[src/rtl/core/tm_pkg.sv]
`timescale 1ns / 1ps
// shared constants for the two-body transverse mass unit
// no dependencies; imported by the interfaces and every module of the block

package tm_pkg;

  // default field widths of the momentum words
  localparam int MOMENTUM_WIDTH_DEF      = 16;
  // extra fraction bits carried through the transverse energies
  localparam int EXTRA_FRACTION_BITS_DEF = 8;

endpackage

[src/rtl/core/tm_delay.sv]
`timescale 1ns / 1ps
// stall-aware delay line that keeps a value level with a pipelined unit
// depends on tm_pkg for the default width and depth

module tm_delay import tm_pkg::*; #(
  parameter int WIDTH = 2*MOMENTUM_WIDTH_DEF + 2,
  parameter int DEPTH = MOMENTUM_WIDTH_DEF + EXTRA_FRACTION_BITS_DEF
) (
  input  logic             clk,
  input  logic             en,
  input  logic [WIDTH-1:0] din,
  output logic [WIDTH-1:0] dout
);

  logic [WIDTH-1:0] taps [DEPTH];

  always_ff @(posedge clk) begin
    if (en) begin
      taps[0] <= din;
      for (int i = 1; i < DEPTH; i++) begin
        taps[i] <= taps[i-1];
      end
    end
  end

  assign dout = taps[DEPTH-1];

endmodule

[config.mk]
export PLATFORM = sky130hd
export DESIGN_NAME = tm_delay
export DESIGN_NICKNAME = d
export VERILOG_FILES = /design/src/rtl/core/tm_pkg.sv /design/src/rtl/core/tm_delay.sv
export SDC_FILE = /design/constraint.sdc
export NUM_CORES = 1
export LEC_CHECK = 0
export ABC_AREA = 1
export BUFFER_PORTS_ARGS = -buffer_cell sky130_fd_sc_hd__buf_2
export CORE_MARGIN = 10
export CORE_UTILIZATION = 50
export DETAILED_ROUTE_END_ITERATION = 6
export HOLD_SLACK_MARGIN = 0.12
export PLACE_DENSITY = 0.68
export SYNTH_ARGS = -nofsm -noshare
export SYNTH_HDL_FRONTEND = slang
export SYNTH_SLANG_ARGS = --single-unit
[constraint.sdc]
create_clock -name clk -period 1.2 [get_ports clk]
set_input_delay 0.12 -clock clk [delete_from_list [all_inputs] [get_ports clk]]
set_output_delay 0.12 -clock clk [all_outputs]
set_load 0.05 [all_outputs]
; ---- Word-level counts from Yosys, hierarchy flattened
; Memories as Yosys holds them, arrays and structs flattened.
; Index checks and enable logic that the tools add are counted.
; Widths: inputs -> output; s select.
[totals]
ff_bits = 0
ramBits = 816
inputBits = 36
out_inout_bits = 34
word_cells = 3
n_memories = 1
[mem_list]
columns = memory, words, width, rd, rd_ports_with_merged_regs, wr, line
row1 = taps, 24, 34, 24, 0, 24, tm_delay.sv:15  ; logic [WIDTH-1:0] taps [DEPTH];
[classes]
mux = 2
[ops]
columns = op, n
row1 = $mux 1, 2

; ---- Longest topological paths before layout
[depth]
depth_word = 2
depth_mapped = 0
ltp_nobuf = 0

; ---- Worst setup path after synthesis
; No wires, ideal clock.
[synth_path]
path_kind = reg-to-output
start = memory taps[23][0] (netlist bit)
end = output dout[0]
arrival_ns = 0.601
t_required_ns = 1.080
setup_slack_ns = 0.479
stages_incl_launch_ff = 1
n_path_buf = 0
path_cell_list = edfxtp_1
[synth_lines]
columns = element, line
row1 = start: declaration, tm_delay.sv:15
row2 = end: declaration, tm_delay.sv:12  ; output logic [WIDTH-1:0] dout

==> summary.txt <==
Place
  – Routability congestion estimate: 0.600
  – Port Buffers: ~70
  – DP HPWL: 12.6 mm
  – Post-placement worst setup slack: roughly 0.13 ns

Outcome
  – Run status: complete, but fails checks
  – Violated checks: setup timing

Route
  – ANT nets after route: 0
  – Routed len/inst: 13.7 um
  – First-iteration detailed-routing DRC count: 416
  – Number of vias per cell after detailed routing: 4.60
  – Iteration count of the initial detailed-routing pass: 4
  – DR DRC count: 0
  – Total number of vias: between 8000 and 9000
  – Final routed wirelength across all metal layers: approximately 24 mm

Finish
  – Largest register by flop count: taps
  – Number of flip-flops in the largest register: 816
  – Area Growth Syn to Fin: 19.5%
  – Number of fillers in the final layout: 3258
  – Storage cell area: 24500 um^2
  – Share of final-layout standard cells stronger than drive strength 1: 21.2%
  – Area occupied by multi-input gates: 0 um^2
  – Final Net Count: 1100
  – Number of combinational gates with multiple inputs: 0
  – Antenna Cells: 0
  – Regs by FF count: taps x816

Pwr
  – Maximum resistive drop on vdd: 1.98 mV
  – Post-layout power: 57.7 mW
  – Static leakage: 10.0 nW
  – Power density relative to cell area: ~2000 nW/um^2

Worst setup path
  – Startpoint Class: flip-flop
  – Req. time, crit path: 1.08 ns
  – Slowest CP cell: sky130_fd_sc_hd__edfxtp_1
  – Element type at the critical path end: output port
  – Depth of the most critical reg-to-reg path: 0
  – Number of cells on the critical path: 1
  – Total buffers and inverters traversed by the critical path: 1
  – Cell Chain, Critical Path: buf_6
  – CP startpoint: taps[23][25]
  – Kind of cell with the highest combined delay on the critical path: flip-flops
  – Largest fanout of any net on the critical path: 1
  – Arrival time reported for the critical path endpoint: 1.18 ns
  – Critical register-to-register path startpoint: taps[17][27]
  – Largest stage delay on the critical path: slightly above 0.4 ns
  – Start-to-end type of the worst setup path: reg2out

Timing
  – Fin crit share: 108%
  – Final critical-path setup slack: -0.0959 ns
  – Worst clock skew: ~0.02 ns
  – Max-slew violation count: 0
  – Unrepaired setup endpoints after global routing: true
  – Max Freq: 772 MHz
  – Transition time at the pin with the least slew margin: a little over 0.4 ns
  – Min Clock Period, post-route: around 1.3 ns
  – Relative slew slack: slightly above 70%
  – Final hold violation count: 0
  – Final number of setup-violating endpoints: 34

Clock network
  – Number of CTS-inserted buffers: 76
  – Max H-tree Level: 3
  – Buffer cell driving the clock tree root: sky130_fd_sc_hd__clkbuf_16
  – Maximum buffer depth of the clock tree: 3
  – CTS tree: done
  – Total number of clock tree sinks: 816
  – Clk Latency, worst-skew pair: roughly 0.6 ns
  – Clock slew seen by the registers of the worst setup and hold paths: 0.06 ns

Floorplanning
  – Initial Util: between 50% and 60%
  – Num rows: 81
  – Core Footprint: 48600 um^2
  – Horizontal extent of the die: 241 um
  – Die area: 58300 um^2
  – Die Ht: about 240 um
  – Number of ports placed on the die boundary: 70

Min path
  – Path category of the worst min-delay check: in2reg
  – Hold Path Depth: 2
  – Start point of the worst min-delay path: din[19]

Synth
  – Share of the synthesized area in the top cell type: 100%
  – Cell area after synthesis: 24500 um^2
  – Post-synthesis net count: 852
  – Avg Synthesized Cell Area: 30.0 um^2
  – Count of distinct cell types in the synthesized netlist: 1
  – Number of synthesized flops with an enable pin: between 800 and 900
  – Post-synth top area cell: sky130_fd_sc_hd__edfxtp_1
  – Cell types with the largest area share after synthesis: sky130_fd_sc_hd__edfxtp_1
  – Flip-flop and latch count after synthesis: 816
  – Gate count of the mapped netlist: 816
  – Total number of yosys warnings: 0
  – Ys flop type: sky130_fd_sc_hd__edfxtp_1
  – Sequential cell area fraction in the yosys report: 100%
  – Top cells by instance count after synthesis: sky130_fd_sc_hd__edfxtp_1
  – Async set-reset flop share out of synthesis: 0%
  – Top-count cell post-synth: sky130_fd_sc_hd__edfxtp_1

Global routing
  – Largest net degree at the start of global routing: 42
  – Remaining global-route overflow: 0
  – Vias in the first global route: 8236
  – Total GRT Usage: 8.26%
  – Antenna violations before repair: 0
  – First-pass GRT wire length: 38.7 mm

Run
  – # Max-Cap Violations: 0
-- where the power goes --
part	leakage, nW	switching (mW)	internal [mW]
clock	1.18	9.40	13.4
sequential	7.99	0.379	33.2
combinational	0.870	0.799	0.428
-- per-layer routing --
| metal | track usage (%) | vias to the layer above | part of all wire [%] |
|---|---|---|---|
| met2 | 13.7 | 157 | 49 |
| met1 | 9.11 | 3951 | 41 |
| met4 | 4.31 | 0 | 3.6 |
| met3 | 3.23 | 72 | 5.9 |
| met5 | 0 | - | 0 |
| li1 | - | 3854 | - |
-- final cells by class --
cell class            count  share of cell area (%)
clock buffer             95                    6.89
clock inverter           42                    1.36
sequential              816                    83.7
tap                     622                    2.66
timing repair buffer    170                    5.39
-- cell usage in the layout, fill, tap and decap left out --
cell and count:
sky130_fd_sc_hd__edfxtp_1 816, sky130_fd_sc_hd__clkbuf_16 78, sky130_fd_sc_hd__buf_4 53, sky130_fd_sc_hd__dlygate4sd3_1 35
sky130_fd_sc_hd__buf_2 34, sky130_fd_sc_hd__buf_6 34, sky130_fd_sc_hd__clkinv_1 17, sky130_fd_sc_hd__clkbuf_1 17
sky130_fd_sc_hd__buf_12 13, sky130_fd_sc_hd__clkinv_2 10, sky130_fd_sc_hd__bufinv_16 7, sky130_fd_sc_hd__inv_6 4
sky130_fd_sc_hd__clkinvlp_4 2, sky130_fd_sc_hd__clkinv_8 1, sky130_fd_sc_hd__clkinv_4 1, sky130_fd_sc_hd__buf_8 1
-- through the flow --
| step | hold slack, ns | TNS, ns | cells | util [%] | area (um^2) |
|---|---|---|---|---|---|
| 2_1_floorplan | 0.219 | 0 | 816 | - | 24500 |
| 3_3_place_gp | 0.297 | 0 | 1573 | 54.1 | 26300 |
| 3_5_place_dp | 0.298 | 0 | 1573 | 54.1 | 26300 |
| 4_1_cts | 0.187 | -3.38 | 1745 | 60.2 | 29300 |
| 5_1_grt | 0.213 | -3.96 | 1745 | 60.2 | 29300 |
| 6_report | 0.229 | -1.77 | 1745 | 60.2 | 29300 |
-- timing repair --
| action | 4_1_cts | 5_1_grt |
|---|---|---|
| gates resized for setup | 68 | 0 |
| endpoints found under the hold margin | 178 | 0 |
| buffers inserted | 0 | 0 |
| endpoints found under the setup margin | 34 | 34 |
| hold buffers | 35 | 0 |
-- final timing paths --
check                      end  slack [ns]
hold / removal     taps[0][19]        0.23
hold reg to reg   taps[12][11]        0.40
setup reg to reg  taps[18][27]        0.54
setup / recovery      dout[25]        -0.1
-- cell families (layout without fill, tap and decap cells) --
family	count (synthesis)	count (layout)	share of synthesized area, %
DFF	816	816	100
buffers and inverters	0	307	0
No activity file was read; power rests on OpenSTA's default activity.
