[config.mk]
export PLATFORM = sky130hd
export DESIGN_NAME = tm_isqrt
export DESIGN_NICKNAME = d
export VERILOG_FILES = /design/src/rtl/core/tm_pkg.sv /design/src/rtl/core/tm_isqrt.sv
export SDC_FILE = /design/constraint.sdc
export NUM_CORES = 2
export LEC_CHECK = 0
export BUFFER_PORTS_ARGS = -buffer_cell sky130_fd_sc_hd__buf_2
export CELL_PAD_IN_SITES_DETAIL_PLACEMENT = 2
export CELL_PAD_IN_SITES_GLOBAL_PLACEMENT = 2
export CORE_UTILIZATION = 45
export DETAILED_ROUTE_END_ITERATION = 16
export GPL_TIMING_DRIVEN = 0
export PLACE_DENSITY_LB_ADDON = 0.1
export SYNTH_ARGS = -nofsm -noshare
export SYNTH_HDL_FRONTEND = slang
export SYNTH_SLANG_ARGS = --single-unit
[constraint.sdc]
create_clock -name clk -period 3.5 [get_ports clk]
set_input_delay 0.7 -clock clk [delete_from_list [all_inputs] [get_ports clk]]
set_output_delay 0.7 -clock clk [all_outputs]
set_load 0.05 [all_outputs]
[src/rtl/core/tm_pkg.sv]
`timescale 1ns / 1ps
// shared constants for the two-body transverse mass unit
// no dependencies; imported by the interfaces and every module of the block

package tm_pkg;

  // default field widths of the momentum words
  localparam int MOMENTUM_WIDTH_DEF      = 16;
  // extra fraction bits carried through the transverse energies
  localparam int EXTRA_FRACTION_BITS_DEF = 8;

endpackage

[src/rtl/core/tm_isqrt.sv]
`timescale 1ns / 1ps
// pipelined floor square root, one root bit resolved per register stage
// depends on tm_pkg; lanes share the valid chain and the stall

module tm_isqrt import tm_pkg::*; #(
  parameter int QW    = MOMENTUM_WIDTH_DEF + EXTRA_FRACTION_BITS_DEF,
  parameter int LANES = 1
) (
  input  logic                         clk,
  input  logic                         rst,
  input  logic                         en,
  input  logic                         in_valid,
  input  logic [LANES-1:0][2*QW-1:0]   radicand,
  output logic                         out_valid,
  output logic [LANES-1:0][QW-1:0]     root
);

  localparam int WIDE = 2*QW;

  logic [WIDE-1:0] src_rem  [QW][LANES];
  logic [QW-1:0]   src_root [QW][LANES];
  logic [WIDE-1:0] rem_next [QW][LANES];
  logic [QW-1:0]   root_next[QW][LANES];
  logic [WIDE-1:0] rem      [QW][LANES];
  logic [QW-1:0]   root_acc [QW][LANES];
  logic [QW-1:0]   vld;

  always_comb begin
    for (int l = 0; l < LANES; l++) begin
      src_rem[0][l]  = radicand[l];
      src_root[0][l] = '0;
    end
    for (int s = 1; s < QW; s++) begin
      for (int l = 0; l < LANES; l++) begin
        src_rem[s][l]  = rem[s-1][l];
        src_root[s][l] = root_acc[s-1][l];
      end
    end
  end

  // remainder holds radicand minus root squared; trial is the growth of the
  // square when the next bit is set
  always_comb begin
    logic [WIDE-1:0] trial;
    for (int s = 0; s < QW; s++) begin
      for (int l = 0; l < LANES; l++) begin
        trial = (WIDE'(src_root[s][l]) << (QW - s)) | (WIDE'(1) << (2*(QW-1-s)));
        if (src_rem[s][l] >= trial) begin
          rem_next[s][l]  = src_rem[s][l] - trial;
          root_next[s][l] = src_root[s][l] | (QW'(1) << (QW-1-s));
        end else begin
          rem_next[s][l]  = src_rem[s][l];
          root_next[s][l] = src_root[s][l];
        end
      end
    end
  end

  always_ff @(posedge clk) begin
    if (en) begin
      rem      <= rem_next;
      root_acc <= root_next;
    end
  end

  always_ff @(posedge clk) begin
    if (rst) begin
      vld <= '0;
    end else if (en) begin
      vld <= {vld[QW-2:0], in_valid};
    end
  end

  always_comb begin
    for (int l = 0; l < LANES; l++) begin
      root[l] = root_acc[QW-1][l];
    end
  end

  assign out_valid = vld[QW-1];

endmodule

; ---- After elaboration in Yosys (flattened, before gate mapping)
; Index checks and enable logic that the tools add are counted.
[classes]
add_sub_neg = 23
muxes = 24
magnitude_cmp = 24
[op_table]
columns = cell, n
row1 = 48-bit 2-to-1 mux, 23
row2 = 48-bit by 25-bit >= comparator with 1-bit output, 1
row3 = 48-bit by 26-bit >= comparator with 1-bit output, 1
row4 = 48-bit by 27-bit >= comparator with 1-bit output, 1
row5 = 48-bit by 28-bit >= comparator with 1-bit output, 1
row6 = 48-bit by 29-bit >= comparator with 1-bit output, 1
row7 = 48-bit by 30-bit >= comparator with 1-bit output, 1
row8 = 48-bit by 31-bit >= comparator with 1-bit output, 1
row9 = 48-bit by 32-bit >= comparator with 1-bit output, 1
row10 = 48-bit by 33-bit >= comparator with 1-bit output, 1
row11 = 48-bit by 34-bit >= comparator with 1-bit output, 1
row12 = 48-bit by 35-bit >= comparator with 1-bit output, 1
row13 = 48-bit by 36-bit >= comparator with 1-bit output, 1
row14 = 48-bit by 37-bit >= comparator with 1-bit output, 1
row15 = 48-bit by 38-bit >= comparator with 1-bit output, 1
row16 = 48-bit by 39-bit >= comparator with 1-bit output, 1
row17 = 48-bit by 40-bit >= comparator with 1-bit output, 1
row18 = 48-bit by 41-bit >= comparator with 1-bit output, 1
row19 = 48-bit by 42-bit >= comparator with 1-bit output, 1
row20 = 48-bit by 43-bit >= comparator with 1-bit output, 1
row21 = 48-bit by 44-bit >= comparator with 1-bit output, 1
row22 = 48-bit by 45-bit >= comparator with 1-bit output, 1
row23 = 48-bit by 46-bit >= comparator with 1-bit output, 1
row24 = 48-bit by 47-bit >= comparator with 1-bit output, 1
row25 = 25 further kinds, 25
[totals]
regBits = 1704
elab_cells = 142

; ---- Longest topological paths before layout
[depth]
ltp_word = 2
ltp_mapped = 13
mapped_depth_nobuf = 11

; ---- Worst setup path after synthesis
; OpenSTA, ideal clock, no wires.
[synth_path]
kind = register to register
startpoint = register rem[408] (netlist bit)
endpoint = register rem[383] (netlist bit) (data pin)
setup_slack_ns = 0.334
t_required_ns = 3.229
path_buffers = 2
setup_ns = 0.271
arrival_ns = 2.895
path_stages_with_launch = 12
cell_sequence = edfxtp_1 ha_1 clkbuf_1 nand2_1 o311a_1 a21oi_1 o21bai_1 and3b_1 clkbuf_1 or4_1 nor4_1 xor2_1
[synth_rtl]
columns = element, line_no
row1 = from (decl), tm_isqrt.sv:24  ; logic [WIDE-1:0] rem [QW][LANES];
row2 = from (signal assigned), tm_isqrt.sv:61  ; rem <= rem_next;

==> summary by stage <==
Run status
The run finished, with violations left. The final reports fail on negative setup slack.

Detailed routing
The DRC violation count after routing is 0. The count of antenna-violating nets left after detailed routing is 0. In the final routed layout, each cell accounts on average for 31.78 um.

The vias after detailed routing is 48430. Using the TritonRoute via totals, the vias-per-cell ratio works out to roughly 6.2. The first routing iteration left 3849 violations. The aggregate routed wire length is about 250 mm. The pre-antenna-repair detailed-routing pass consisted of 5 iterations.

Global route
The first-pass GRT wire length is roughly 350 mm. The via count of the first global-routing pass is 52730. The initial antenna violation count is 5. The total grt overflow is 0. For this run, the total global-route usage over all layers was measured as a little under a third. Entering global routing, the biggest net connects 190 pins.

Setup path
The kind of end point of the critical path is a register. The critical path required time is 4.04 ns. The signal on the critical path passes through inv_1 > ha_4 > nand4_1 > nor4_2 > a41o_1 > a221o_1 > a311oi_4 > buf_4 > buf_6 > o21ai_0.

In this run the worst path has a maximum fanout of 10. The critical-path cell with the highest stage delay is o21ai_0. For this run, the slowest stage of the critical path takes 0.64 ns. The kind of cell adding the most delay to the critical path is compound AO/OA/AOI/OAI gates.

The worst setup path is launched from a register. The worst path arrival time is 4.54 ns. The class of the most critical setup path is register to register.

The buffering stage count on the worst path with inverters included is 3.

Layout
The final standard cell utilization of the core is approximately 52%. Of the cells placed in the final design, the portion with a size suffix greater than 1 is 12.23%. In the final design database the tool counted 6094 nets. Summing all non-filler instances in the final layout gives an area of around 0.08 mm^2. The area overhead of the layout relative to synthesis is 14.82%. The finished layout holds 7873 standard cells, fillers aside.

Synth
The mean cell area of the mapped netlist is 12.58 um^2. In this run the cell area of the synthesized design comes to 0.06838 mm^2. The number of synthesized flops with an enable pin is ~1400.

During synthesis, Yosys emitted a total of 0 warnings. Synthesis inferred 1428 register bits. Counting every net in the synthesized netlist gives 5808. The most area-hungry cell type in the Yosys netlist is edfxtp_1. The prevailing post-synth register cell is edfxtp_1. The register area share after synthesis is between 60% and 70%. The share of the synthesized area in the top cell type is about three fifths. The fraction of synthesis flops using an asynchronous set or reset pin is 0%.

After synthesis, the cell types taking the most area are edfxtp_1 (62%), ha_1 (5.9%), xnor2_1 (3.2%), xor2_1 (2.9%), inv_1 (2.2%). In the synthesized netlist, the cells that appear most often are edfxtp_1 (1404), inv_1 (392), nand2_1 (390). Counting every instance in the synthesized netlist gives 5434. The most frequent cell after synthesis is edfxtp_1. Counting distinct cell types in the post-synthesis netlist gives just over 90.

STA
Static timing analysis puts the maximum clock frequency at 249.9 MHz. The smallest setup slack after layout is -0.5018 ns. The final number of hold-violating endpoints came to 0. Setup violations remaining at the end of the flow were counted as 65.

The final critical-path share of the clock period is 114.3%. The remaining max-slew budget at the tightest pin is 22.75%. Setup repair after global routing could not meet its margin everywhere. The clock arrives with 0.06733 ns of skew. The final number of max-transition violations came to 0.

Subtracting the final worst setup slack from the clock period gives 4.002 ns. The pin slew with the least headroom to its limit is about 1.2 ns.

Clock network
The TritonCTS sink count is 1428. TritonCTS created 160 clock buffers. TritonCTS built the clock tree. The clock root buffer master is clkbuf_16. The H-tree generated during clock tree synthesis spans 4 levels.

The worst-skew pair later-pin latency is 0.84 ns. After clock tree synthesis, the clock-pin slew on the worst setup and hold paths is 0.08 ns. The number of hold-repair buffers added at the cts stage is 0.

In this run the deepest clock path goes through 3 buffers.

Place
Summed over all nets, the half-perimeter wirelength after detailed placement is 165.0 mm. The count of port buffers added during placement is between 70 and 80. Summing all placed instances gives a cell area of 0.07155 mm^2.

The global placement routability congestion is roughly 0.85. The total instance count after detailed placement is 7537.

Pwr
The cell area power density is 654.8 mW/mm^2. The largest voltage drop on the vdd net is 0.4642 mV. Summed over all cells, the static leakage comes to 29.29 nW.

Die
The horizontal extent of the die is between 300 and 400 um. After floorplanning, the core was divided into 142 placement rows. The core region is 0.1503 mm^2. The area of the die is around 0.15 mm^2.

The initial core utilization is roughly 45%. The number of ports placed on the die boundary is 77. The overall die height is 391.8 um.

Worst hold path
The type of the worst min-delay path is input pin to register.

Job
The count of max-cap constraint violations is 0.
## worst paths after layout
check / startpoint / slack (ns) / cells after the start / to
setup / recovery: root_acc[304] / -0.50 / 10 / rem[556]
hold / removal: radicand[27] / 0.07 / 1 / rem[1131]
setup reg to reg: root_acc[304] / -0.50 / 10 / rem[556]
hold reg to reg: root_acc[186] / 0.43 / 0 / root_acc[162]
## layout make-up
cell class	count	area (um^2)
Buffer	108	621.8
Timing Repair Buffer	146	1079
Tap cell	2016	2522
Clock inverter	103	979.7
Clock buffer	194	4170
Sequential cell	1428	42640
Inverter	395	1489
Fill cell	14350	71800
Antenna cell	2	5.005
Multi-Input combinational cell	3481	25000
## through the flow
stage / total power, mW / hold slack [ns] / setup WS, ns / TNS, ns
6_report: 51.41 / 0.06574 / -0.5018 / -13.72
2_1_floorplan: 29.21 / 0.4166 / 0.3337 / 0
4_1_cts: 50.85 / 0.009422 / -0.03711 / -0.06762
5_1_grt: 53.00 / 0.03338 / -0.3900 / -9.678
3_3_place_gp: 32.97 / 0.4272 / -20.05 / -
3_5_place_dp: 33.20 / 0.4362 / -1.218 / -389.26
## per-layer routing
metal  GRT usage, %  share of wire, %
met1          36.02                38
met2          57.06                52
met3          4.093               4.4
met4          13.61               5.2
met5              0             0.012
## timing repair
| action | 4_1_cts | 5_1_grt |
|---|---|---|
| setup buffers | 27 | 33 |
| endpoints found under the setup margin | 472 | 276 |
| gates resized for setup | 196 | 140 |
| pin swaps | 21 | 38 |
| hold endpoints to repair | 0 | 0 |
## flip-flops by register name (all words and copies together) (netlist names)
signal / cells
rem: 1104
vld: 24
root: 24
root_acc: 276
## power by group
| part | switching [mW] | total, mW | internal, mW |
|---|---|---|---|
| logic | 6.74 | 10.6 | 3.90 |
| clock network | 7.88 | 17.2 | 9.34 |
| registers | 2.03 | 23.5 | 21.5 |
## cell usage in the layout, fill, tap and decap left out, drive strengths merged, types with 34 or more instances in the layout
cell type / instances
edfxtp: 1404
inv: 397
nand2: 390
ha: 322
nor2: 302
a21oi: 272
o21ai: 271
clkbuf: 264
xnor2: 250
xor2: 228
nor4: 191
buf: 184
nor3: 175
a21o: 100
nand3: 99
nand4: 94
clkinv: 89
nand2b: 67
o21a: 62
or3: 47
nor2b: 42
mux2: 41
mux2i: 37
a211oi: 34
## cells by family after synthesis
logic type               Yosys count  share of synthesized area, %
AO/OA/AOI/OAI                    987                         9.098
AND/OR/NAND/NOR                 1616                         12.27
multiplexers                      78                         1.217
adder cells (fa/ha/maj)          322                         5.892
flip-flops                      1428                         62.36
XOR/XNOR                         478                         6.123
buffers and inverters            525                         3.043
## worst register-to-register path: cells and delay by family (launching register included)
family / cells / cell delay (ns)
compound gates: 4 / 1.56
simple gates: 2 / 0.78
buf+inv: 3 / 0.56
flops: 1 / 0.42
fa+ha+maj: 1 / 0.38
(Power assumes the default switching activity.)
