$ cat config.mk
export PLATFORM = sky130hd
export DESIGN_NAME = tm_combine
export DESIGN_NICKNAME = d
export VERILOG_FILES = /design/src/rtl/core/tm_pkg.sv /design/src/rtl/core/tm_combine.sv
export SDC_FILE = /design/constraint.sdc
export NUM_CORES = 1
export LEC_CHECK = 0
export BUFFER_PORTS_ARGS = -buffer_cell sky130_fd_sc_hd__buf_2
export CAP_MARGIN = 40
export CORE_MARGIN = 2
export CORE_UTILIZATION = 55
export CTS_CLUSTER_DIAMETER = 200
export CTS_CLUSTER_SIZE = 28
export DETAILED_ROUTE_END_ITERATION = 10
export PLACE_DENSITY = 0.73
export SLEW_MARGIN = 25
export SYNTH_ARGS = -nofsm -noshare
export SYNTH_HDL_FRONTEND = slang
export SYNTH_SLANG_ARGS = --single-unit
$ cat constraint.sdc
create_clock -name clk -period 9.7 [get_ports clk]
set_clock_uncertainty 0.15 [all_clocks]
set_input_delay 2.91 -clock clk [delete_from_list [all_inputs] [get_ports clk]]
set_output_delay 2.91 -clock clk [all_outputs]
set_load 0.02 [all_outputs]
$ cat src/rtl/core/tm_pkg.sv
`timescale 1ns / 1ps
// shared constants for the two-body transverse mass unit
// no dependencies; imported by the interfaces and every module of the block

package tm_pkg;

  // default field widths of the momentum words
  localparam int MOMENTUM_WIDTH_DEF      = 16;
  // extra fraction bits carried through the transverse energies
  localparam int EXTRA_FRACTION_BITS_DEF = 8;

endpackage

$ cat src/rtl/core/tm_combine.sv
`timescale 1ns / 1ps
// energy sum squared in split partial products, minus summed momenta squared
// depends on tm_pkg; four register stages, negative difference clamps to zero

module tm_combine import tm_pkg::*; #(
  parameter int MOMENTUM_WIDTH      = MOMENTUM_WIDTH_DEF,
  parameter int EXTRA_FRACTION_BITS = EXTRA_FRACTION_BITS_DEF
) (
  input  logic                                          clk,
  input  logic                                          rst,
  input  logic                                          en,
  input  logic                                          in_valid,
  input  logic [MOMENTUM_WIDTH+EXTRA_FRACTION_BITS-1:0] ea,
  input  logic [MOMENTUM_WIDTH+EXTRA_FRACTION_BITS-1:0] eb,
  input  logic [2*MOMENTUM_WIDTH+1:0]                   need,
  output logic                                          out_valid,
  output logic [2*MOMENTUM_WIDTH+1:0]                   dsq
);

  localparam int MW  = MOMENTUM_WIDTH;
  localparam int F   = EXTRA_FRACTION_BITS;
  localparam int QE  = MW + F;
  localparam int SW  = QE + 1;
  localparam int H   = (SW + 1) / 2;
  localparam int HIW = SW - H;
  localparam int HW  = 2*SW;
  localparam int NW  = 2*MW + 2;
  localparam int DW  = 2*MW + 2;

  logic [3:0]       vld;
  logic [SW-1:0]    esum;
  logic [H-1:0]     lo;
  logic [HIW-1:0]   hi;
  logic [2*H-1:0]   p_lo;
  logic [SW-1:0]    p_mid;
  logic [2*HIW-1:0] p_hi;
  logic [HW-1:0]    have;
  logic [NW-1:0]    need1, need2, need3;
  logic [HW:0]      diff;

  assign lo   = esum[H-1:0];
  assign hi   = esum[SW-1:H];
  assign diff = {1'b0, have} - ((HW+1)'(need3) << (2*F));

  always_ff @(posedge clk) begin
    if (rst) begin
      vld <= '0;
    end else if (en) begin
      vld <= {vld[2:0], in_valid};
    end
  end

  always_ff @(posedge clk) begin
    if (en) begin
      esum  <= SW'(ea) + SW'(eb);
      need1 <= need;

      p_lo  <= lo * lo;
      p_mid <= hi * lo;
      p_hi  <= hi * hi;
      need2 <= need1;

      // the cross term appears twice, hence the extra bit of shift
      have  <= (HW'(p_hi) << (2*H)) + (HW'(p_mid) << (H+1)) + HW'(p_lo);
      need3 <= need2;

      // drop the squared fraction bits: floor root of the floor is exact
      dsq   <= diff[HW] ? '0 : DW'(diff[HW-1:0] >> (2*F));
    end
  end

  assign out_valid = vld[3];

endmodule

# Word-level counts from Yosys, hierarchy flattened
# Cells that the tools add are included.
[word_totals] register_bits=290 in_bits=86
[classes] addsub=4 multipliers=3
[op_table] operator="50-bit by 50-bit subtractor with 51-bit output" n=1
[op_table] operator="50-bit by 26-bit adder with 50-bit output" n=1
[op_table] operator="50-bit by 39-bit adder with 50-bit output" n=1
[op_table] operator="13-bit by 13-bit multiplier with 26-bit output" n=1
[op_table] operator="24-bit by 24-bit adder with 25-bit output" n=1
[op_table] operator="12-bit by 13-bit multiplier with 25-bit output" n=1
[op_table] operator="12-bit by 12-bit multiplier with 24-bit output" n=1

# Longest topological paths before layout
[logic_depth] ltp_word=2 ltp_mapped=23

# Worst setup path after synthesis
# No wires, ideal clock.
[synth_path] path_kind="register to register" from="register esum[11]" to="register p_lo[25], data pin" arrival_time_ns=5.359 setup_slack_ns=3.924 path_stages_with_launch=21 synth_period_minus_slack_ns=5.776 setup_ns=0.266 path_cell_list="edfxtp_1 -> clkbuf_1 -> clkbuf_1 -> nand2_1 -> fa_1 -> inv_1 -> fa_1 -> fa_1 -> fa_1 -> inv_1 -> fa_1 -> inv_1 -> ha_1 -> a21o_1 -> a21o_1 -> a21o_1 -> a22o_1 -> a41o_1 -> o211a_1 -> o21ai_0 -> a31oi_1"
[synth_via] elab_chain_len=1
[synth_rtl] element="from (decl)" line_no="tm_combine.sv:31" text="logic [SW-1:0] esum;"
[synth_rtl] element="from (signal assigned)" line_no="tm_combine.sv:55" text="esum <= SW'(ea) + SW'(eb);"
[synth_rtl] element="13-bit by 13-bit multiplier with 26-bit output" line_no="tm_combine.sv:58" text="p_lo <= lo * lo;"
[synth_rtl] element="to (signal assigned)" line_no="tm_combine.sv:58"
[synth_rtl] element="to (decl)" line_no="tm_combine.sv:34" text="logic [2*H-1:0] p_lo;"
# No other way between the ends.
# A chain may end at the register's enable or synchronous reset.

# Final worst setup path
[layout_path] from="register esum[18]" to="register p_mid[21], data pin"
[layout_via] elab_chain_len=1
[layout_rtl] element="12-bit by 13-bit multiplier with 25-bit output" line_no="tm_combine.sv:59" text="p_mid <= hi * lo;"
[layout_rtl] element="to (signal assigned)" line_no="tm_combine.sv:59"
[layout_rtl] element="to (decl)" line_no="tm_combine.sv:35" text="logic [SW-1:0] p_mid;"
# No other way between the ends.

==> summary.log <==
qor: placed_design.place.detailed.instances 3132
qor: critical_path.cp_common_cell sky130_fd_sc_hd__fa_1
qor: timing.fmax 0.157 GHz
qor: synth.post_synth_mux_area_share 0.415%
qor: critical_path.critical_path_cell_with_the_highest_stage_delay sky130_fd_sc_hd__edfxtp_1
qor: critical_path.startpoint_kind_of_the_worst_setup_timing_path flop
qor: finish.final-instance-count-excl-fill 3153
qor: clocking.cts.hold.buffers_added 0
qor: floorplan.io-pin-count 121
qor: placed_design.port-buffer-count 120
qor: critical_path.critical_path_required 9830 ps
qor: global_route.grt_use_total 21.4%
qor: drt.dr_vias 16623
qor: clocking.cts_buffers 13
qor: clocking.post_cts.resized_instances 0
qor: global_route.largest_net_degree_at_the_start_of_global_routing 140
qor: critical_path.critPathCaptureType flop
qor: clocking.cts_htree_levels 1
qor: timing.max-slew-margin-rel 39.3%
qor: timing.timing.final.crit_share 65.8%
qor: floorplan.die_width 219 um
qor: drt.drt-pass1-iter-count 5
qor: placed_design.dp_hpwl 39.2 mm
qor: timing.timing.final.hold_violations 0
qor: global_route.antenna_found_initial 0
qor: critical_path.cp_data_arrival_time 6510 ps
qor: synth.synth_edf_count 255
qor: status.result_of_the_run completed
qor: clocking.cts_tree built
qor: drt.route.detailed.drc 0
qor: finish.postLayoutCoreUtil 59.8%
qor: timing.setup_repair_after_global_routing_missed_its_margin false
qor: clocking.clock-root-buffer sky130_fd_sc_hd__clkbuf_16
qor: critical_path.setup.worst_path.class reg2reg
qor: synth.synth-compound-area-share 7.93%
qor: drt.route.detailed.vias_per_inst 5.27
qor: finish.antennaDiodeCount 0
qor: clocking.clk_pin_slew 110 ps
qor: global_route.number_of_global_route_vias_before_repair 17390
qor: finish.share_of_cells_above_drive_strength_1 7.48%
qor: finish.filler_cell_count 3729
qor: timing.setup_failing_eps_final 0
qor: critical_path.critPathMaxStageDelay 720 ps
qor: drt.detail_route.wl_per_cell 15.7 um
qor: drt.drtIter0Drc 883
qor: clocking.cts_setup_buffers 0
qor: critical_path.critical_path.cell_chain buf_8 > nand2_1 > fa_1 > fa_1 > fa_1 > inv_1 > fa_1 > inv_1 > fa_1 > inv_1 > ha_1 > a21boi_0 > a2111oi_0 > nor2_1 > a21oi_1 > a311oi_1 > and2_1 > o21ai_0 > a221oi_1
qor: timing.final_max_slew_viol_count 0
qor: synth.synth_top_cell_by_area sky130_fd_sc_hd__edfxtp_1
qor: timing.worst_pin_slew 910 ps
qor: timing.totalNegativeSetupSlack 0 ps
qor: synth.synth_fp_nets 3102
qor: synth.avgSynthCellArea 10.3 um^2
qor: synth.simple_gate_area_share_of_the_yosys_netlist 11.5%
qor: finish.area.growth.synth_to_final 7.08%
qor: synth.yosysUniqueCellTypes 69
qor: clocking.clock_sinks 259
qor: drt.totalWireLength 49.4 mm
qor: synth.synth_warnings 0
qor: synth.synthFlopType sky130_fd_sc_hd__edfxtp_1
qor: synth.syn-instance-count 2460
qor: finish.design.final.nets 3193
qor: synth.synth_top_area_share 30.2%
qor: drt.route.antenna.remaining_nets 0
qor: global_route.grt_pass1_wl 82.7 mm
qor: synth.synthAdderAreaFrac 36.0%
qor: clocking.clock_insertion_delay_worst_skew 500 ps
qor: placed_design.finalWeightedCongestion 0.883
qor: floorplan.floorplan.die_area 47800 um^2
qor: global_route.globalRoute.totalOverflow 0
qor: synth.synth_top_family_by_area adder cells
qor: synth.ys_ff_latch 259
qor: synth.synth.top_cells.by_area sky130_fd_sc_hd__edfxtp_1 30%, sky130_fd_sc_hd__fa_1 23%, sky130_fd_sc_hd__ha_1 13%
qor: floorplan.starting_density_of_the_core 55.8%
qor: floorplan.row_count 78
qor: hold_path.hold_path_class reg2reg
qor: synth.post_synth_xor_area_fraction 4.63%
qor: critical_path.critPathMaxFanout 14
qor: synth.sequential_fraction_of_the_synthesis_area 30.6%
qor: floorplan.core_area 45400 um^2
qor: timing.final_period_minus_worst_setup_slack 6380 ps
qor: floorplan.die_height 219 um
qor: run.max_cap_viol_count 0
qor: synth.async_flop_share 0%
qor: clocking.ctsLongestPathBuffers 3
qor: synth.syn-cell-area 25300 um^2
==> worst max-delay path: cells and delay by family (launching register included) <==
kind | cells | cell delay [ps]
AO/OA/AOI/OAI | 6 | 1470
adder cells (fa/ha/maj) | 6 | 2900
buffers and inverters | 4 | 380
flip-flops | 1 | 720
AND/OR/NAND/NOR | 3 | 540
==> cells in the mapped netlist, types with 5 or more instances <==
| cell | n |
|---|---|
| sky130_fd_sc_hd__a31oi_1 | 11 |
| sky130_fd_sc_hd__inv_1 | 527 |
| sky130_fd_sc_hd__or2_2 | 7 |
| sky130_fd_sc_hd__nor2_1 | 105 |
| sky130_fd_sc_hd__clkbuf_1 | 66 |
| sky130_fd_sc_hd__nand2b_1 | 13 |
| sky130_fd_sc_hd__nand4_1 | 11 |
| sky130_fd_sc_hd__edfxtp_1 | 255 |
| sky130_fd_sc_hd__o21bai_1 | 20 |
| sky130_fd_sc_hd__nor3_1 | 36 |
| sky130_fd_sc_hd__o41ai_1 | 5 |
| sky130_fd_sc_hd__or3_1 | 11 |
| sky130_fd_sc_hd__a21o_1 | 52 |
| sky130_fd_sc_hd__nand3_1 | 21 |
| sky130_fd_sc_hd__fa_1 | 289 |
| sky130_fd_sc_hd__a21oi_1 | 93 |
| sky130_fd_sc_hd__and2_1 | 127 |
| sky130_fd_sc_hd__and3_1 | 15 |
| sky130_fd_sc_hd__nor2b_1 | 22 |
| sky130_fd_sc_hd__mux2i_1 | 6 |
| sky130_fd_sc_hd__xnor2_1 | 94 |
| sky130_fd_sc_hd__o21ai_0 | 46 |
| sky130_fd_sc_hd__a211oi_1 | 9 |
| sky130_fd_sc_hd__xor2_1 | 40 |
| sky130_fd_sc_hd__nand2_1 | 224 |
| sky130_fd_sc_hd__ha_1 | 267 |
| sky130_fd_sc_hd__o21a_1 | 11 |
==> per-layer routing <==
layer	track usage [%]	vias to the layer above	wire length [um]
met2	37.2	404	23900
li1	-	8069	-
met3	2.30	65	2250
met1	28.9	8085	22400
met4	4.76	0	895
met5	0	-	0
==> sequential cells by signal, summed over array words and instances, names as in the netlist <==
signal  count
dsq        34
have       34
need1      34
need2      34
need3      34
esum       25
p_mid      25
p_hi       23
p_lo       12
vld         4
==> layout make-up <==
type / count / area, um^2 / share of cell area [%]
tap: 600 / 751 / 2.77
clock inverter: 2 / 23.8 / 0.0877
inverter: 527 / 1980 / 7.30
multi-input combinational: 1603 / 15300 / 56.5
clock buffer: 15 / 333 / 1.23
sequential: 259 / 7740 / 28.5
timing repair buffer: 147 / 965 / 3.56
==> cells by family (layout without fill, tap and decap cells) <==
group,Yosys count,in the layout
AO/OA/AOI/OAI,299,299
AND/OR/NAND/NOR,604,604
XOR/XNOR,134,134
multiplexers,10,10
flip-flops,259,259
adder cells (fa/ha/maj),556,556
buffers and inverters,598,691
==> stage by stage <==
stage / hold slack, ps / worst slack, ps / instance area (um^2)
6_report: 267 / 3320 / 27100
4_1_cts: 270 / 3190 / 27100
5_1_grt: 280 / 2960 / 27100
3_5_place_dp: 255 / 3200 / 26700
2_1_floorplan: 250 / 3920 / 25300
3_3_place_gp: 251 / 3320 / 26500
==> layout by cell type, fill, tap and decap left out, drive strengths merged, types with 5 or more instances in the layout <==
master	Yosys	routed
a211oi	9	9
a21o	52	52
a21oi	95	95
a31oi	12	12
and2	127	127
and3	15	15
buf	5	147
clkbuf	66	15
edfxtp	255	255
fa	289	289
ha	267	267
inv	527	528
mux2i	6	6
nand2	224	224
nand2b	13	13
nand3	21	21
nand4	11	11
nor2	105	105
nor2b	24	24
nor3	36	36
o21a	11	11
o21ai	47	47
o21bai	20	20
o31ai	5	5
o41ai	5	5
or2	7	7
or3	11	11
xnor2	94	94
xor2	40	40
==> final timing paths <==
check            start  slack [ps]        end  cells past startpoint
max           esum[18]        3320  p_mid[21]                     19
min          need2[27]         270  need3[27]                      0
max reg2reg   esum[18]        3320  p_mid[21]                     19
min reg2reg  need2[27]         270  need3[27]                      0
Power is left out: the tool's default activity adds up to more than one toggle a clock period on the data nets, which glitch-free logic cannot reach.
