[config.mk]
export PLATFORM = sky130hd
export DESIGN_NAME = tm_out_buf_flat
export DESIGN_NICKNAME = d
export VERILOG_FILES = /design/src/rtl/core/tm_pkg.sv /design/src/rtl/core/tm_if.sv /design/src/rtl/core/tm_out_buf.sv /design/src/flat_wrapper.sv
export SDC_FILE = /design/constraint.sdc
export NUM_CORES = 1
export LEC_CHECK = 0
export BUFFER_PORTS_ARGS = -buffer_cell sky130_fd_sc_hd__buf_2
export CAP_MARGIN = 10
export CORE_MARGIN = 2
export CORE_UTILIZATION = 54
export CTS_CLUSTER_SIZE = 12
export DETAILED_ROUTE_END_ITERATION = 6
export GPL_TIMING_DRIVEN = 0
export PLACE_DENSITY = 0.8
export SYNTH_ARGS = -nofsm -noshare
export SYNTH_HDL_FRONTEND = slang
export SYNTH_SLANG_ARGS = --single-unit
[constraint.sdc]
create_clock -name clk -period 2.7 [get_ports clk]
set_clock_uncertainty 0.2 [all_clocks]
set_input_delay 0.135 -clock clk [delete_from_list [all_inputs] [get_ports clk]]
set_output_delay 0.135 -clock clk [all_outputs]
set_load 0.1 [all_outputs]
[src/rtl/core/tm_pkg.sv]
`timescale 1ns / 1ps
// shared constants for the two-body transverse mass unit
// no dependencies; imported by the interfaces and every module of the block

package tm_pkg;

  // default field widths of the momentum words
  localparam int MOMENTUM_WIDTH_DEF      = 16;
  // extra fraction bits carried through the transverse energies
  localparam int EXTRA_FRACTION_BITS_DEF = 8;

endpackage

[src/rtl/core/tm_if.sv]


interface tm_result_if import tm_pkg::*; #(
  parameter int MOMENTUM_WIDTH = MOMENTUM_WIDTH_DEF
);
  logic                      valid;
  logic                      ready;
  logic [MOMENTUM_WIDTH:0]   transverse_mass;

  modport source (output valid, transverse_mass, input ready);
  modport sink   (input valid, transverse_mass, output ready);
endinterface

[src/rtl/core/tm_out_buf.sv]
`timescale 1ns / 1ps
// two-word output buffer that decouples the result channel from the pipeline
// depends on tm_pkg and tm_result_if

module tm_out_buf import tm_pkg::*; #(
  parameter int MOMENTUM_WIDTH = MOMENTUM_WIDTH_DEF
) (
  input  logic                    clk,
  input  logic                    rst,
  input  logic                    in_valid,
  input  logic [MOMENTUM_WIDTH:0] in_data,
  output logic                    space,
  tm_result_if.source             result
);

  logic [MOMENTUM_WIDTH:0] slot [2];
  logic [1:0]              count;
  logic                    wr_ptr;
  logic                    rd_ptr;
  logic                    push;
  logic                    pop;

  // space comes from registered state only, so ready never depends on result.ready
  assign space = (count != 2'd2);
  assign push  = in_valid & space;
  assign pop   = result.valid & result.ready;

  always_ff @(posedge clk) begin
    if (rst) begin
      count  <= '0;
      wr_ptr <= 1'b0;
      rd_ptr <= 1'b0;
    end else begin
      if (push) begin
        wr_ptr <= ~wr_ptr;
      end
      if (pop) begin
        rd_ptr <= ~rd_ptr;
      end
      unique case ({push, pop})
        2'b10:   count <= count + 2'd1;
        2'b01:   count <= count - 2'd1;
        default: count <= count;
      endcase
    end
  end

  always_ff @(posedge clk) begin
    if (push) begin
      slot[wr_ptr] <= in_data;
    end
  end

  assign result.valid           = (count != 2'd0);
  assign result.transverse_mass = slot[rd_ptr];

endmodule

[src/flat_wrapper.sv]
// flat-port wrapper written by rule: the top's interface ports become plain ports
module tm_out_buf_flat import tm_pkg::*;
#(
  parameter int MOMENTUM_WIDTH = MOMENTUM_WIDTH_DEF
)
  (clk, rst, in_valid, in_data, space, result_valid, result_transverse_mass, result_ready);
  tm_result_if #(.MOMENTUM_WIDTH(MOMENTUM_WIDTH)) result_i ();
  input  logic clk;
  input  logic rst;
  input  logic in_valid;
  input  logic [MOMENTUM_WIDTH:0] in_data;
  output logic space;
  output wire logic [$bits(result_i.valid)-1:0] result_valid;
  output wire logic [$bits(result_i.transverse_mass)-1:0] result_transverse_mass;
  input wire logic [$bits(result_i.ready)-1:0] result_ready;
  assign result_valid = result_i.valid;
  assign result_transverse_mass = result_i.transverse_mass;
  assign result_i.ready = result_ready;
  tm_out_buf #(.MOMENTUM_WIDTH(MOMENTUM_WIDTH)) u_core (.clk(clk), .rst(rst), .in_valid(in_valid), .in_data(in_data), .space(space), .result(result_i));
endmodule
Word level (Yosys, flattened, before mapping)
Memory sizes are Yosys's and may differ from the RTL's. A register that Yosys moved wholly into a read port is not among the register bits.
Index checks and enable logic that the tools add are counted.

word-level totals
  bits in registers = 4
  RAM bits = 34
  input bits = 21
  word-level logic and storage cells = 20
  memories kept = 1

cells by class
  add/sub/neg operators = 2
  eq/ne operators = 3
  mux-type cells = 5
  bitwise logic cells = 4
  reduce and logical (&&, ||, !) cells = 2

memories
  memory       depth  bits a word  rd ports  clocked after memory_dff  write ports  line              text
  u_core.slot  2      17           1         1                         1            tm_out_buf.sv:16  logic [MOMENTUM_WIDTH:0] slot [2];

operators with widths
  kind                                                                    count
  1-bit 2-to-1 mux                                                        4
  2-bit case mux with 2 select lines                                      1
  2-bit nonzero test                                                      2
  2-bit by 1-bit adder with 2-bit output (second input constant)          1
  1-bit AND                                                               2
  2-bit by 1-bit equality test with 1-bit output (second input constant)  1
  2-bit equality test (second input constant)                             1
  2-bit != test (second input constant)                                   1
  1-bit inverter                                                          2
  2-bit by 1-bit subtractor with 2-bit output (second input constant)     1

Longest topological paths before layout
Gate-level depths: netlist of the first run.

  depth in word-level cells = 4
  depth in mapped cells = 6

Least setup slack after synthesis of the first run
OpenSTA, ideal clock, no wires.

  path type = reg2reg
  start point = register u_core.count[0]
  end point = memory u_core.slot[1][0] (netlist bit), enable pin
  arrival time = 1.873 ns
  required time = 2.125 ns
  slack = 0.252 ns
  stages on the path, launching flop included = 3
  period minus slack after synthesis = 2.448 ns
  path through = dfxtp_1 -> nand2b_1 -> and3_1

between the ends
  longest elaborated chain between the ends = 4

RTL lines
  item                                    line                text
  start: declaration                      tm_out_buf.sv:17    logic [1:0] count;
  start signal: assignment                tm_out_buf.sv:41    2'b10: count <= count + 2'd1;
  start signal: assignment                tm_out_buf.sv:42    2'b01: count <= count - 2'd1;
  start signal: assignment                tm_out_buf.sv:43    default: count <= count;
  2-bit != test                           tm_out_buf.sv:24    assign space = (count != 2'd2);
  net space                               flat_wrapper.sv:12  output logic space;
  1-bit AND                               tm_out_buf.sv:25    assign push = in_valid & space;
  1-bit 2-to-1 mux                        tm_out_buf.sv:49    if (push) begin
  1-bit 2-to-1 mux (not written as such)  tm_out_buf.sv:50    slot[wr_ptr] <= in_data;
  end: declaration                        tm_out_buf.sv:16

The timed path passes the listed nets, and every way through them passes these cells.

==> qor.yml, run 1 <==
gp_routability_congestion: 0.710
clk_pin_slew_ps: 110
final-seq-area_um2: 1120
drc: 0
hold_start: "result_ready"
rsz0062_at_grt: "false"
grt_usage_pct: 19.6
design_area_um2: 1930
multi_input_area_um2: 310
totalWireLength_mm: 2.75
hpwlAfterDp_mm: 1.59
nets: 164
finalSetupViolations: 0
start_util_pct: 57.8
grtUsageMet1_pct: 19.6
syn_nets: 99
grt_first_pass_wirelength_mm: 4.34
synth_warnings: 0
finalSetupTns_ps: 0
synth_xor_area_share_pct: 1.82
synth-seq-cells: 39
start_kind: "flop"
cp.depth: 4
drtIter0Drc: 11
pre_cts_ws_ps: 795
synthAdderAreaFrac_pct: 0.866
layout-drive-gt1-share_pct: 46.9
grt_util_met2_pct: 34.5
via_per_inst: 5.05
status: "finished, final reports clean"
grt_pass1_vias: 919
antenna_cells: 0
final_util_pct: 77.1
maxCapViolCount: 0
synth_mux_area_share_pct: 13.2
netlist_area_um2: 1450
postSynthCellCount: 77
fin_crit_sh_pct: 79.3
critPathKind: "reg -> out"
grt_start_max_net_pins: 18
busiest_layer: "met2"
overflow: 0
die_area_um2: 3110
met3_usage_pct: 9.53
syn_avg_cell_area_um2: 18.8
clk_path_buf_depth: 2
worst_pin_slew_ps: 805
slowest_delay_ps: 370
post_dp_cell_area_um2: 1680
io_pins: 40
hold_class: "in -> reg"
numCtsBuffers: 5
worst-path-max-fanout: 10
syn2layout_area_growth_pct: 33.4
r2r_start: "u_core.count[0]"
worstPathArrival_ps: 1810
cts_setup_buffers: 0
cts_htree_levels: 2
relSlewSlack_pct: 46.3
insertion_delay_ps: 340
crit_top_cell: "buf_2"
synth-simple-area-share_pct: 3.29
r2r_cells: 2
ys_types: 19
hold_violations: 0
rows: 18
seq_area_frac_synth_pct: 77.6
firstDrtPassIters: 4
cp_slowest_cell: "mux2_2"
vias: 874
hold_path_depth: 4
finalMaxSlewViolations: 0
final_cell_mix: "buf_2, edfxtp_1, dlygate4sd3_1"
root_buffer: "clkbuf_4"
crit_family: "buffers and inverters"
fin_crit_ps: 2140
setup_slack_ps: 559
synth_compound_gate_area_share_pct: 2.25
cp.required_ps: 2370
drtAntennaViolNets: 0
die_w_um: 55.7
crit_chain: "buf_2 > buf_2 > mux2_2 > buf_2"
grt_antenna_before_repair: 0
layout_commonest_cell: "buf_2"
fp.dieH_um: 55.7
synth_top_family_by_area: "multiplexers"
cts_tree: "yes"
fillerInstances: 178
fmax_mhz: 467
core_area_um2: 2500
critical_path.endpoint_type: "output pin"
clock_sinks: 39
drt-wirelength-per-cell_um: 15.9
buffer_ports.inserted: 39
path_buf_inv: 3
Yosys cell counts (all sizes together):
cell,n,area (um2)
a21bo,1,10.0
a21oi,2,10.0
and3,1,6.26
buf,2,10.0
dfxtp,5,100
edfxtp,34,1020
ha,1,12.5
inv,1,3.75
mux2,17,191
nand2,1,3.75
nand2b,1,6.26
nand3b,1,7.51
nor2,3,11.3
o21a,1,7.51
o21ai,1,5.00
or2,1,6.26
or3,1,6.26
xnor2,2,17.5
xor2,1,8.76
cell families after synthesis:
group / after synthesis
xor gates and xnor gates: 3
and+or+nand+nor: 9
adders and majority gates: 1
AOI/OAI and AO/OA: 5
buffers and inverters: 3
muxes: 17
DFF: 39
metrics by stage:
stage,instances,hold slack (ps)
floorplan,77,4.07
detailed placement,146,128
finish,173,60.4
CTS,173,67.0
global route,173,97.4
global placement,146,123
worst reg2reg max path, delay by kind of cell, from the launching register on:
family | cells | cell delay (ps)
DFF | 1 | 420
and+or+nand+nor | 2 | 920
state kept, by name, summed over array words and instances, names as in the netlist, named ones only:
| register | flops |
|---|---|
| u_core.wr_ptr | 1 |
| u_core.count | 2 |
| u_core.slot | 34 |
| u_core.rd_ptr | 1 |
path summary, 6_finish.rpt:
path / slack, ps / end
hold / removal: 60 / flop
hold reg to reg: 340 / u_core.count[1]
setup reg to reg: 780 / u_core.slot[1][9]
setup / recovery: 560 / result_transverse_mass[14]
layout make-up:
class	instances	share of cell area (%)
tap	30	1.95
inverter	1	0.195
buffer	2	0.519
multi-input combinational	35	16.1
sequential	39	58.1
clock inverter	1	0.260
clock buffer	7	2.86
timing repair buffer	58	20.0
repair_timing:
item                      in CTS  in global routing
hold endpoints to repair      39                  0
hold buffers                  19                  0
gates resized for setup        0                  0
routing by layer:
metal  up-vias  part of all wire (%)
met4         0                   2.0
met5         -                     0
met3         8                   5.9
met1       419                    38
met2        24                    55
li1        423                     -
Power of run 1 is left out: the tool's default activity adds up to more than one toggle a clock period on the data nets, which glitch-free logic cannot reach.
==> run 2, diff against run 1 <==
ABC_AREA = 1   (was default)
CORE_UTILIZATION = 46   (was 54)
PLACE_DENSITY = 0.72   (was 0.8)
clock period = 1.8 ns   (was 2.7 ns; I/O delays follow)
==> qor.yml, run 2 <==
synth_warnings: 0
die_area_um2: 3800
cts_tree: "yes"
synth-async-reset-ratio_pct: 0
fin_crit_sh_pct: 97.8
regMostFlops: "u_core.slot"
placed_cells_incl_taps: 174
rows: 20
grt_antenna_before_repair: 0
peakVddDrop_mv: 1.11
p_leak_nw: 0.905
root_buffer: "clkbuf_4"
maxCapViolCount: 0
start_util_pct: 49.3
power_frac_comb_pct: 46.2
core_area_um2: 3100
fp.dieH_um: 61.7
numCtsBuffers: 5
power_density_nw_per_um2: 1410
hold_violations: 0
worstPathArrival_ps: 1470
clk_path_buf_depth: 2
gp_routability_congestion: 0.647
finalSetupViolations: 0
clock_power_share_pct: 17.1
cts_setup_buffers: 0
hpwlAfterDp_mm: 1.66
slowest_delay_ps: 380
overflow: 0
critical_path.endpoint_type: "output pin"
nets: 182
cp_slowest_cell: "dfxtp_4"
seq_area_frac_synth_pct: 73.3
io_pins: 40
power_frac_seq_pct: 36.8
crit_family: "buffers and inverters"
synth_top_area_cell: "edfxtp_1"
grt_first_pass_wirelength_mm: 4.00
p_int_mw: 1.85
drtAntennaViolNets: 0
syn_nets: 113
totalWireLength_mm: 2.71
synthMostInstantiatedCell: "edfxtp_1"
grt_pass1_vias: 930
drt-wirelength-per-cell_um: 13.2
antenna_cells: 0
cts_htree_levels: 2
clk_pin_slew_ps: 110
synth_area_leaders: "edfxtp_1, mux2_4, dfxtp_1, mux2_2, nor2_1"
fin_crit_ps: 1760
switching_share_pct: 41.8
layout_commonest_cell: "edfxtp_1"
synth_top_area_share_pct: 66.7
grt_start_max_net_pins: 18
ys_types: 16
firstDrtPassIters: 4
design_area_um2: 2250
vias: 931
reg_top3: "u_core.slot x34, u_core.count x2"
final_cell_mix: "edfxtp_1, buf_2, dlygate4sd3_1"
fmax_mhz: 568
ys_top_cells_by_count: "edfxtp_1, mux2_4, nor2_1"
grt_usage_pct: 15.7
via_per_inst: 4.54
syn2layout_area_growth_pct: 47.3
crit_chain: "clkbuf_16 > buf_12 > mux2_4 > buf_6"
postSynthCellCount: 91
finalMaxSlewViolations: 0
worst_pin_slew_ps: 523
synth-seq-cells: 39
status: "finished, final reports clean"
drtIter0Drc: 24
die_w_um: 61.7
critPathKind: "reg -> out"
hold_class: "in -> reg"
insertion_delay_ps: 320
relSlewSlack_pct: 65.0
post_dp_cell_area_um2: 1810
netlist_area_um2: 1530
clock_sinks: 39
layout-drive-gt1-share_pct: 47.8
worst-path-max-fanout: 5
path_buf_inv: 3
syn_avg_cell_area_um2: 16.8
yosys_most_used_dff: "edfxtp_1"
synth_edf_count: 34
start_kind: "flop"
layout.cells.non_filler: 205
cp.required_ps: 1510
buffer_ports.inserted: 39
drc: 0
largest_reg_flops: 34
p_switching_mw: 1.33
[run 2: cells by family (layout without fill, tap and decap cells)]
group                      count (synthesis)  in the layout  share of synthesized area, %
AOI/OAI and AO/OA                          5              5                          1.64
and+or+nand+nor                           19             19                          5.32
muxes                                     17             17                          15.0
buffers and inverters                     10             80                          4.01
adders and majority gates                  1              1                         0.818
DFF                                       39             39                          73.3
[run 2: power groups by stage]
stage          clock network (mW)  logic (mW)  registers, mW
2_1_floorplan                   0        1.12           1.16
3_3_place_gp                    0        1.25           1.17
3_5_place_dp                    0        1.27           1.18
4_1_cts                     0.563        1.38           1.16
5_1_grt                     0.603        1.53           1.18
6_report                    0.543        1.47           1.17
[run 2: path summary, 6_finish.rpt]
| kind | endpoint | startpoint | slack, ps | depth (start not counted) |
|---|---|---|---|---|
| worst max-delay path | result_transverse_mass[3] | flop | 40 | 4 |
| worst min-delay path | u_core.slot[0][13] | in_data[13] | 280 | 2 |
| worst max register to register | u_core.wr_ptr | u_core.count[0] | 130 | 6 |
| worst min register to register | u_core.count[0] | u_core.count[0] | 290 | 1 |
[run 2: final cells by class]
| type | count | area [um2] |
|---|---|---|
| plain buffers | 2 | 35.0 |
| clock buffers | 5 | 37.5 |
| fillers | 224 | 850 |
| well taps | 44 | 55.1 |
| inverters | 8 | 30.0 |
| multi-input cells | 42 | 373 |
| clock inverters | 3 | 38.8 |
| repair buffers | 62 | 554 |
| flip-flops and latches | 39 | 1130 |
[run 2: what timing repair did]
action / 4_1_cts / 5_1_grt
endpoints found under the setup margin: 10 / 45
gates cloned: 0 / 2
hold buffers: 21 / 0
resized for setup: 20 / 18
endpoints found under the hold margin: 39 / 0
[run 2: per-stage QoR]
stage	utilization [%]	TNS, ps	hold WS, ps	worst slack, ps	total power, mW
after CTS	69.4	0	255	12.6	3.10
final	72.6	0	282	40.5	3.18
after detailed placement	58.2	0	81.3	77.6	2.44
after global placement	58.2	0	77.4	164	2.41
after global routing	72.6	-147	254	-14.7	3.31
after floorplan	-	0	-11.1	49.9	2.28
[run 2: per-layer routing]
metal | vias up | routed length, um | track usage [%]
li1 | 466 | - | -
met3 | 2 | 158 | 5.67
met4 | 0 | 10 | 5.47
met2 | 33 | 1530 | 30.1
met1 | 430 | 1010 | 15.1
met5 | - | 0 | 0
Note: power is estimated with default switching activity, not from simulation.
